`src/hdl/bwm_pkg.sv`:
```
// Shared types and constants for the EMS bank window mapper.
`timescale 1ns / 1ps
package bwm_pkg;

    localparam int KB_W    = 12;
    localparam int PORT_W  = 16;
    localparam int ADDR_W  = 20;
    localparam int DATA_W  = 8;
    localparam int PHYS_W  = 21;
    localparam int KIND_W  = 2;
    localparam int NWIN    = 4;

    // item kinds
    localparam logic [KIND_W-1:0] KIND_PORT_RD = 2'd0;
    localparam logic [KIND_W-1:0] KIND_PORT_WR = 2'd1;
    localparam logic [KIND_W-1:0] KIND_XLATE   = 2'd2;

    // configuration register indexes
    localparam logic CFG_INSTALLED_KB = 1'b0;
    localparam logic CFG_MODEL        = 1'b1;

    // port decode within each 16 KB port block
    localparam logic [13:0] PORT_PAGE = 14'h208;
    localparam logic [13:0] PORT_CTRL = 14'h209;

    localparam logic [KB_W-1:0]   KB_RESET    = 12'd640;
    localparam logic [KB_W-1:0]   KB_PORTS_ON = 12'd640;
    localparam logic [DATA_W-1:0] PAGE_RESET  = 8'h7F;
    localparam logic [DATA_W-1:0] UNMAPPED_RD = 8'hFF;

    localparam logic [PHYS_W-1:0] BASE_ORIG  = 21'h70000;
    localparam logic [PHYS_W-1:0] BASE_THIRD = 21'h30000;
    localparam logic [7:0]        KB_ADD_ORIG  = 8'd64;
    localparam logic [8:0]        KB_ADD_THIRD = 9'd320;

    typedef logic [NWIN-1:0][DATA_W-1:0] t_regbank;

    typedef struct packed {
        logic              hit;
        logic [PHYS_W-1:0] phys;
        logic              in_range;
    } t_xlate;

endpackage

```
`src/hdl/bwm_regs.sv`:
```
// Page and control register bank with I/O port decode.
`timescale 1ns / 1ps
module bwm_regs
    import bwm_pkg::*;
(
    input  logic              i_clk,
    input  logic              i_rst_n,
    input  logic              i_commit,
    input  logic [KIND_W-1:0] i_kind,
    input  logic [PORT_W-1:0] i_port,
    input  logic [DATA_W-1:0] i_write_data,
    input  logic [KB_W-1:0]   i_installed_kb,
    output logic [DATA_W-1:0] o_read_data,
    output t_regbank          o_pages,
    output logic [NWIN-1:0]   o_base_select
);

    t_regbank    r_page;
    t_regbank    r_ctrl;
    logic        live;
    logic [1:0]  idx;
    logic [13:0] low;
    logic        hit_page;
    logic        hit_ctrl;

    assign live     = i_installed_kb > KB_PORTS_ON;
    assign idx      = i_port[15:14];
    assign low      = i_port[13:0];
    assign hit_page = live && (low == PORT_PAGE);
    assign hit_ctrl = live && (low == PORT_CTRL);

    always_ff @(posedge i_clk) begin
        if (!i_rst_n) begin
            for (int i = 0; i < NWIN; i++) begin
                r_page[i] <= PAGE_RESET;
                r_ctrl[i] <= (i == NWIN - 1) ? 8'h00 : 8'h80;
            end
        end else if (i_commit && (i_kind == KIND_PORT_WR)) begin
            if (hit_page) begin
                r_page[idx] <= i_write_data;
            end else if (hit_ctrl) begin
                r_ctrl[idx] <= i_write_data;
            end
        end
    end

    always_comb begin
        o_read_data = '0;
        if (i_kind == KIND_PORT_RD) begin
            if (hit_page) begin
                o_read_data = r_page[idx];
            end else if (hit_ctrl) begin
                o_read_data = r_ctrl[idx];
            end else begin
                o_read_data = UNMAPPED_RD;
            end
        end
    end

    // base select is bit 7 of each control register, so derive it directly
    always_comb begin
        for (int i = 0; i < NWIN; i++) begin
            o_base_select[i] = r_ctrl[i][7];
        end
    end

    assign o_pages = r_page;

endmodule

```
`src/hdl/bwm_xlate.sv`:
```
// Window hit test and physical address translation.
`timescale 1ns / 1ps
module bwm_xlate
    import bwm_pkg::*;
(
    input  logic              i_enable,
    input  logic [ADDR_W-1:0] i_cpu_address,
    input  t_regbank          i_pages,
    input  logic [NWIN-1:0]   i_base_select,
    input  logic [KB_W-1:0]   i_installed_kb,
    input  logic              i_model_variant,
    output t_xlate            o_xlate
);

    logic [1:0]        win;
    logic [DATA_W-1:0] pg;
    logic [3:0]        sel_sum;
    logic [7:0]        kb_orig;
    logic [8:0]        kb_third;
    logic [PHYS_W-1:0] base;
    logic [PHYS_W-1:0] phys;
    logic              hit;

    assign win     = i_cpu_address[15:14];
    assign pg      = i_pages[win];
    assign sel_sum = i_base_select + 4'd4 - {2'b00, win};

    // window lies in the C/D/E/F segments, placed by bits 3:2 of base select + 4 - window index
    assign hit = i_enable && pg[7] && (i_cpu_address[19:18] == 2'b11)
               && (i_cpu_address[17:16] == sel_sum[3:2]);

    assign kb_orig  = i_installed_kb[7:0] + KB_ADD_ORIG;
    assign kb_third = i_installed_kb[8:0] + KB_ADD_THIRD;

    always_comb begin
        if (i_model_variant) begin
            base = BASE_THIRD + PHYS_W'({kb_third, 10'b0});
        end else begin
            base = BASE_ORIG + PHYS_W'({kb_orig, 10'b0});
        end
    end

    assign phys = base + PHYS_W'({pg[3:0], 14'b0}) + PHYS_W'({pg[6], 18'b0})
                + PHYS_W'(i_cpu_address[13:0]);

    always_comb begin
        o_xlate = '0;
        if (hit) begin
            o_xlate.hit      = 1'b1;
            o_xlate.phys     = phys;
            o_xlate.in_range = {1'b0, phys} < {i_installed_kb, 10'b0};
        end
    end

endmodule

```
`src/hdl/ems_bank_window_mapper.sv`:
```
// Top level of the EMS bank window mapper: input stage, register bank, result stage.
//
//  channel | direction | handshake                   | payload
//  --------+-----------+-----------------------------+------------------------------------------
//  in      | to block  | i_in_valid / o_in_stall     | kind, port, cpu_address, write_data
//  out     | from block| o_out_valid / i_out_stall   | read_data, window_hit, phys_address, in_range
//  cfg     | to block  | i_cfg_we                    | i_cfg_index, i_cfg_data
//
// One word per cycle unless the result stalls; words pass the input, then the result register.
// Register writes take effect as the word moves into the result register, so the next word
// sees them. Reset is synchronous, active low; page and control registers return to defaults.
// A stalled result holds; the input register still takes a word while it is empty or while
// the result register is free or being emptied.
`timescale 1ns / 1ps
module ems_bank_window_mapper
    import bwm_pkg::*;
(
    input  logic              i_clk,
    input  logic              i_rst_n,
    input  logic              i_cfg_we,
    input  logic              i_cfg_index,
    input  logic [KB_W-1:0]   i_cfg_data,
    input  logic              i_in_valid,
    output logic              o_in_stall,
    input  logic [KIND_W-1:0] i_kind,
    input  logic [PORT_W-1:0] i_port,
    input  logic [ADDR_W-1:0] i_cpu_address,
    input  logic [DATA_W-1:0] i_write_data,
    output logic              o_out_valid,
    input  logic              i_out_stall,
    output logic [DATA_W-1:0] o_read_data,
    output logic              o_window_hit,
    output logic [PHYS_W-1:0] o_phys_address,
    output logic              o_in_range
);

    logic [KB_W-1:0]   r_installed_kb;
    logic              r_model_variant;

    logic              r_s1_valid;
    logic [KIND_W-1:0] r_kind;
    logic [PORT_W-1:0] r_port;
    logic [ADDR_W-1:0] r_cpu_address;
    logic [DATA_W-1:0] r_write_data;

    logic              r_out_valid;
    logic [DATA_W-1:0] r_read_data;
    t_xlate            r_xl;

    logic              advance;
    logic              commit;
    logic [DATA_W-1:0] rd;
    t_regbank          pages;
    logic [NWIN-1:0]   bsel;
    t_xlate            xl;

    always_ff @(posedge i_clk) begin
        if (!i_rst_n) begin
            r_installed_kb  <= KB_RESET;
            r_model_variant <= 1'b0;
        end else if (i_cfg_we) begin
            case (i_cfg_index)
                CFG_INSTALLED_KB: r_installed_kb  <= i_cfg_data;
                CFG_MODEL:        r_model_variant <= i_cfg_data[0];
                default:          ;
            endcase
        end
    end

    assign advance    = !r_out_valid || !i_out_stall;
    assign commit     = r_s1_valid && advance;
    assign o_in_stall = r_s1_valid && !advance;

    always_ff @(posedge i_clk) begin
        if (!i_rst_n) begin
            r_s1_valid <= 1'b0;
        end else if (!o_in_stall) begin
            r_s1_valid <= i_in_valid;
        end
    end

    always_ff @(posedge i_clk) begin
        if (i_in_valid && !o_in_stall) begin
            r_kind        <= i_kind;
            r_port        <= i_port;
            r_cpu_address <= i_cpu_address;
            r_write_data  <= i_write_data;
        end
    end

    bwm_regs u_regs (
        .i_clk          (i_clk),
        .i_rst_n        (i_rst_n),
        .i_commit       (commit),
        .i_kind         (r_kind),
        .i_port         (r_port),
        .i_write_data   (r_write_data),
        .i_installed_kb (r_installed_kb),
        .o_read_data    (rd),
        .o_pages        (pages),
        .o_base_select  (bsel)
    );

    bwm_xlate u_xlate (
        .i_enable        (r_kind == KIND_XLATE),
        .i_cpu_address   (r_cpu_address),
        .i_pages         (pages),
        .i_base_select   (bsel),
        .i_installed_kb  (r_installed_kb),
        .i_model_variant (r_model_variant),
        .o_xlate         (xl)
    );

    always_ff @(posedge i_clk) begin
        if (!i_rst_n) begin
            r_out_valid <= 1'b0;
        end else if (advance) begin
            r_out_valid <= r_s1_valid;
        end
    end

    always_ff @(posedge i_clk) begin
        if (commit) begin
            r_read_data <= rd;
            r_xl        <= xl;
        end
    end

    assign o_out_valid    = r_out_valid;
    assign o_read_data    = r_read_data;
    assign o_window_hit   = r_xl.hit;
    assign o_phys_address = r_xl.phys;
    assign o_in_range     = r_xl.in_range;

endmodule

```
`config.mk`:
```
export PLATFORM = sky130hd
export DESIGN_NAME = ems_bank_window_mapper
export DESIGN_NICKNAME = d
export VERILOG_FILES = /design/src/hdl/bwm_pkg.sv /design/src/hdl/bwm_regs.sv /design/src/hdl/bwm_xlate.sv /design/src/hdl/ems_bank_window_mapper.sv
export SDC_FILE = /design/constraint.sdc
export NUM_CORES = 1
export LEC_CHECK = 0
export BUFFER_PORTS_ARGS = -buffer_cell sky130_fd_sc_hd__buf_2
export CORE_AREA = 5 5 107 149
export DETAILED_ROUTE_END_ITERATION = 8
export DIE_AREA = 0 0 112 154
export GPL_TIMING_DRIVEN = 0
export MAX_ROUTING_LAYER = met4
export PLACE_DENSITY_LB_ADDON = 0.2
export SYNTH_ARGS = -nofsm -noshare
export SYNTH_HDL_FRONTEND = slang
export SYNTH_SLANG_ARGS = --single-unit
export TNS_END_PERCENT = 30
```
`constraint.sdc`:
```
create_clock -name i_clk -period 3.75 [get_ports i_clk]
set_clock_uncertainty 0.2 [all_clocks]
set_input_delay 0.1875 -clock i_clk [delete_from_list [all_inputs] [get_ports i_clk]]
set_output_delay 0.1875 -clock i_clk [all_outputs]
set_load 0.005 [all_outputs]
```
==> results.py <==
metrics = {
    "clocking": {
        "cts_tree": "yes",
        "cts_buffers": 17,
        "clk_pin_slew_ns": 0.06,
        "clock-root-buffer": "clkbuf_16",
        "clock-sinks": 156,
        "htreeDepth": 4,
        "clk_latency_ns": 0.41,
        "cts_buffer_depth": 2,
    },
    "synth": {
        "postSynthAreaPerCell_sq_um": 12.5,
        "ys.flop_type": "dfxtp_1",
        "syn_inst": 562,
        "ys_seq_area_frac": 0.556,
        "synthArstFlopShare": 0,
        "syn_area_sq_um": 7000,
        "yosysWarnings": 0,
        "synth_cell_types": 51,
        "synth_edf_count": 77,
        "synth_seq_cells": 156,
        "synth_nets": 652,
    },
    "power_and_ir_drop": {
        "powerDensity_nw_per_um2": 423,
        "ir_drop_v": 0.000281,
        "leakage_uw": 0.00374,
    },
    "placed_design": {
        "portBuffers": 95,
        "dpl.hpwl_mm": 11.7,
        "placed_area_sq_um": 7780,
        "gp_congestion": 0.891,
    },
    "die": {
        "coreArea_sq_um": 14400,
        "initial_utilization": 0.487,
        "die_x_um": 112,
        "io_pins": 97,
        "die_y_um": 154,
        "num_rows": 52,
        "dieArea_sq_um": 17200,
    },
    "global_routing": {
        "gr-total-overflow": 0,
        "grt_max_degree": 30,
        "grt-busiest-layer": "met2",
        "grt_use_met1": 0.213,
        "use_met2": 0.362,
        "antenna_found_initial": 0,
        "grt_pass1_vias": 5204,
        "grt.total_usage": 0.200,
        "grt_pass1_wl_mm": 26.3,
        "gr-usage-met3": 0.0484,
    },
    "sta": {
        "worstMarginPinSlew_ns": 1.00,
        "drv_slew": 0,
        "setup_slack_ns": -0.0439,
        "rsz0062_at_grt": "yes",
        "setup_viol": 1,
        "relSlewSlack": 0.328,
        "max_freq_mhz": 264,
        "finalCritPeriodShare": 1.01,
        "period_minus_slack_ns": 3.79,
        "worst_hold_slack_ns": 0.100,
        "hold_violations": 0,
    },
    "worst_setup_path": {
        "reg2reg_setup_slack_ns": -0.04,
        "crit_chain": "buf_6, mux4_2, ha_4, a21o_1, a21o_1, o21bai_4, or4_1, o311a_1, ha_1, nand2_1, a2111o_1, nand3_2, a21oi_2, o21a_1",
        "slowest_stage": "mux4_2",
        "cp.required_ns": 3.72,
        "slowest_delay_ns": 0.53,
        "crit_family": "compound AO/OA/AOI/OAI gates",
        "cp.arrival_ns": 3.76,
        "cp_num_buf_inv": 1,
        "r2r_cells": 14,
        "cp-start-kind": "register",
        "crit_path_max_fanout": 5,
        "critical_path_class": "register to register",
        "cp-end-kind": "register",
        "cp.depth": 14,
        "path_common_cell": "a21o_1",
    },
    "routing": {
        "firstDrtPassIters": 4,
        "vias_per_cell": 5.14,
        "drt_first_iter_violations": 326,
        "wire_per_inst_um": 17.4,
        "num_vias": 4897,
        "wirelength_mm": 16.6,
        "drc": 0,
        "ant_nets": 0,
    },
    "layout": {
        "design_area_sq_um": 9060,
        "drive_gt1_frac": 0.229,
        "area_growth_pct": 29.4,
        "diodes": 0,
        "nets": 840,
    },
    "min_path": {
        "holdPathStages": 4,
        "hold_path_class": "input pin to register",
    },
    "job": {
        "max_cap_viol_count": 0,
    },
    "run_status": {
        "failed_checks": "negative setup slack",
        "status": "complete, but fails checks",
    },
}
## per-stage QoR
step | setup slack, ns | instances | setup TNS [ns] | total power, uW | utilization
after floorplan | 0.0507 | 562 | 0 | 2100 | -
after global placement | -0.442 | 846 | -20.56 | 2220 | 0.537
after detailed placement | -0.414 | 848 | -0.414 | 2240 | 0.541
after CTS | -0.0239 | 951 | -0.0239 | 3860 | 0.630
after global routing | -0.121 | 952 | -0.121 | 3980 | 0.630
final | -0.0439 | 952 | -0.0439 | 3830 | 0.630
## worst min-delay path, cell delays in order
cell	delay, ns
buf_2	0.12
nor2b_1	0.17
nand2_1	0.10
a21boi_0	0.08
## placed cells by master, fill, tap and decap left out, types with 2 or more instances in the layout
| cell type | count |
|---|---|
| and3_1 | 3 |
| nor2b_1 | 17 |
| ha_1 | 23 |
| xor2_1 | 2 |
| buf_6 | 2 |
| and2_1 | 21 |
| a41oi_1 | 2 |
| dfxtp_1 | 79 |
| mux2i_1 | 72 |
| nand3_1 | 2 |
| buf_2 | 103 |
| a21o_1 | 3 |
| buf_4 | 7 |
| a21oi_1 | 18 |
| clkinv_4 | 2 |
| a21boi_0 | 11 |
| clkbuf_1 | 19 |
| nand2_1 | 99 |
| o21a_1 | 4 |
| edfxtp_1 | 77 |
| a211oi_1 | 2 |
| fa_1 | 2 |
| dlygate4sd3_1 | 67 |
| xnor2_1 | 10 |
| or2_2 | 2 |
| mux4_2 | 22 |
| clkbuf_16 | 19 |
| nor3_1 | 4 |
| o211ai_1 | 3 |
| buf_1 | 2 |
| clkinv_2 | 2 |
| inv_1 | 18 |
| o21ai_0 | 7 |
| buf_12 | 2 |
| nor4b_1 | 2 |
| nor2_1 | 7 |
## cells by family (layout without fill, tap and decap cells)
group / Yosys count / count (layout) / synth area share
XOR/XNOR: 12 / 12 / 0.0150
AND/OR/NAND/NOR: 172 / 172 / 0.123
multiplexers: 94 / 94 / 0.174
adder cells (fa/ha/maj): 26 / 26 / 0.0486
AO/OA/AOI/OAI: 56 / 56 / 0.0527
flip-flops: 156 / 156 / 0.556
buffers and inverters: 46 / 247 / 0.0309
## Yosys cell counts, types with 2 or more instances
library cell	n	share of area
xor2_1	2	0.0025
buf_2	9	0.0064
edfxtp_1	77	0.33
and3_1	3	0.0027
mux4_2	22	0.071
a21oi_1	19	0.014
nor3_1	4	0.0029
fa_1	2	0.0057
or2_2	2	0.0018
nor2_1	7	0.0038
a21boi_0	11	0.012
mux2i_1	72	0.10
nand3_1	3	0.0021
xnor2_1	10	0.013
nor2b_1	18	0.016
inv_1	18	0.0097
dfxtp_1	79	0.23
and2_1	21	0.019
nor4b_1	2	0.0025
o211ai_1	3	0.0032
buf_1	2	0.0011
clkbuf_1	13	0.0070
a21o_1	3	0.0032
a41oi_1	2	0.0025
a211oi_1	2	0.0021
nand2_1	99	0.053
ha_1	24	0.043
o21a_1	4	0.0043
o21ai_0	7	0.0050
## final timing paths
| path | start | to |
|---|---|---|
| hold reg to reg | u_regs.r_ctrl[12] | u_regs.r_ctrl[12] |
| setup reg to reg | r_cpu_address[14] | o_in_range |
| hold / removal | i_cfg_we | r_installed_kb[10] |
| setup / recovery | r_cpu_address[14] | o_in_range |
## cell type report
cell class | instances | area (sq um)
fillers | 1133 | 5320
plain buffers | 27 | 151
clock inverters | 6 | 37.5
inverters | 18 | 67.6
well taps | 189 | 236
flip-flops and latches | 156 | 3890
multi-input cells | 360 | 2940
clock buffers | 26 | 502
repair buffers | 170 | 1230
## layer usage
metal | share of wire | wire (um)
met4 | 0.013 | 219
met5 | 0 | 0
met3 | 0.047 | 777
met2 | 0.55 | 9020
met1 | 0.39 | 6530
## registers in the layout (all words and copies together), names as in the netlist
signal                cells
r_model_variant           1
r_port                   16
u_regs.o_base_select      4
o_window_hit              1
r_cpu_address            20
o_out_valid               1
o_phys_address           21
o_read_data               8
r_write_data              8
r_kind                    2
r_s1_valid                1
u_regs.r_ctrl            28
o_in_range                1
u_regs.o_pages           32
r_installed_kb           12
## power breakdown
group	total [uW]	switching, uW	internal (uW)
clock	1560	634	924
sequential	1880	32.9	1850
combinational	393	197	196
## repair_timing
action	CTS	global route
cloned	0	0
endpoints found under the setup margin	1	1
pin swaps	4	2
hold buffers	66	0
resized for setup	6	0
hold endpoints to repair	63	0
setup buffers	6	1
No activity file was read; power rests on OpenSTA's default activity.
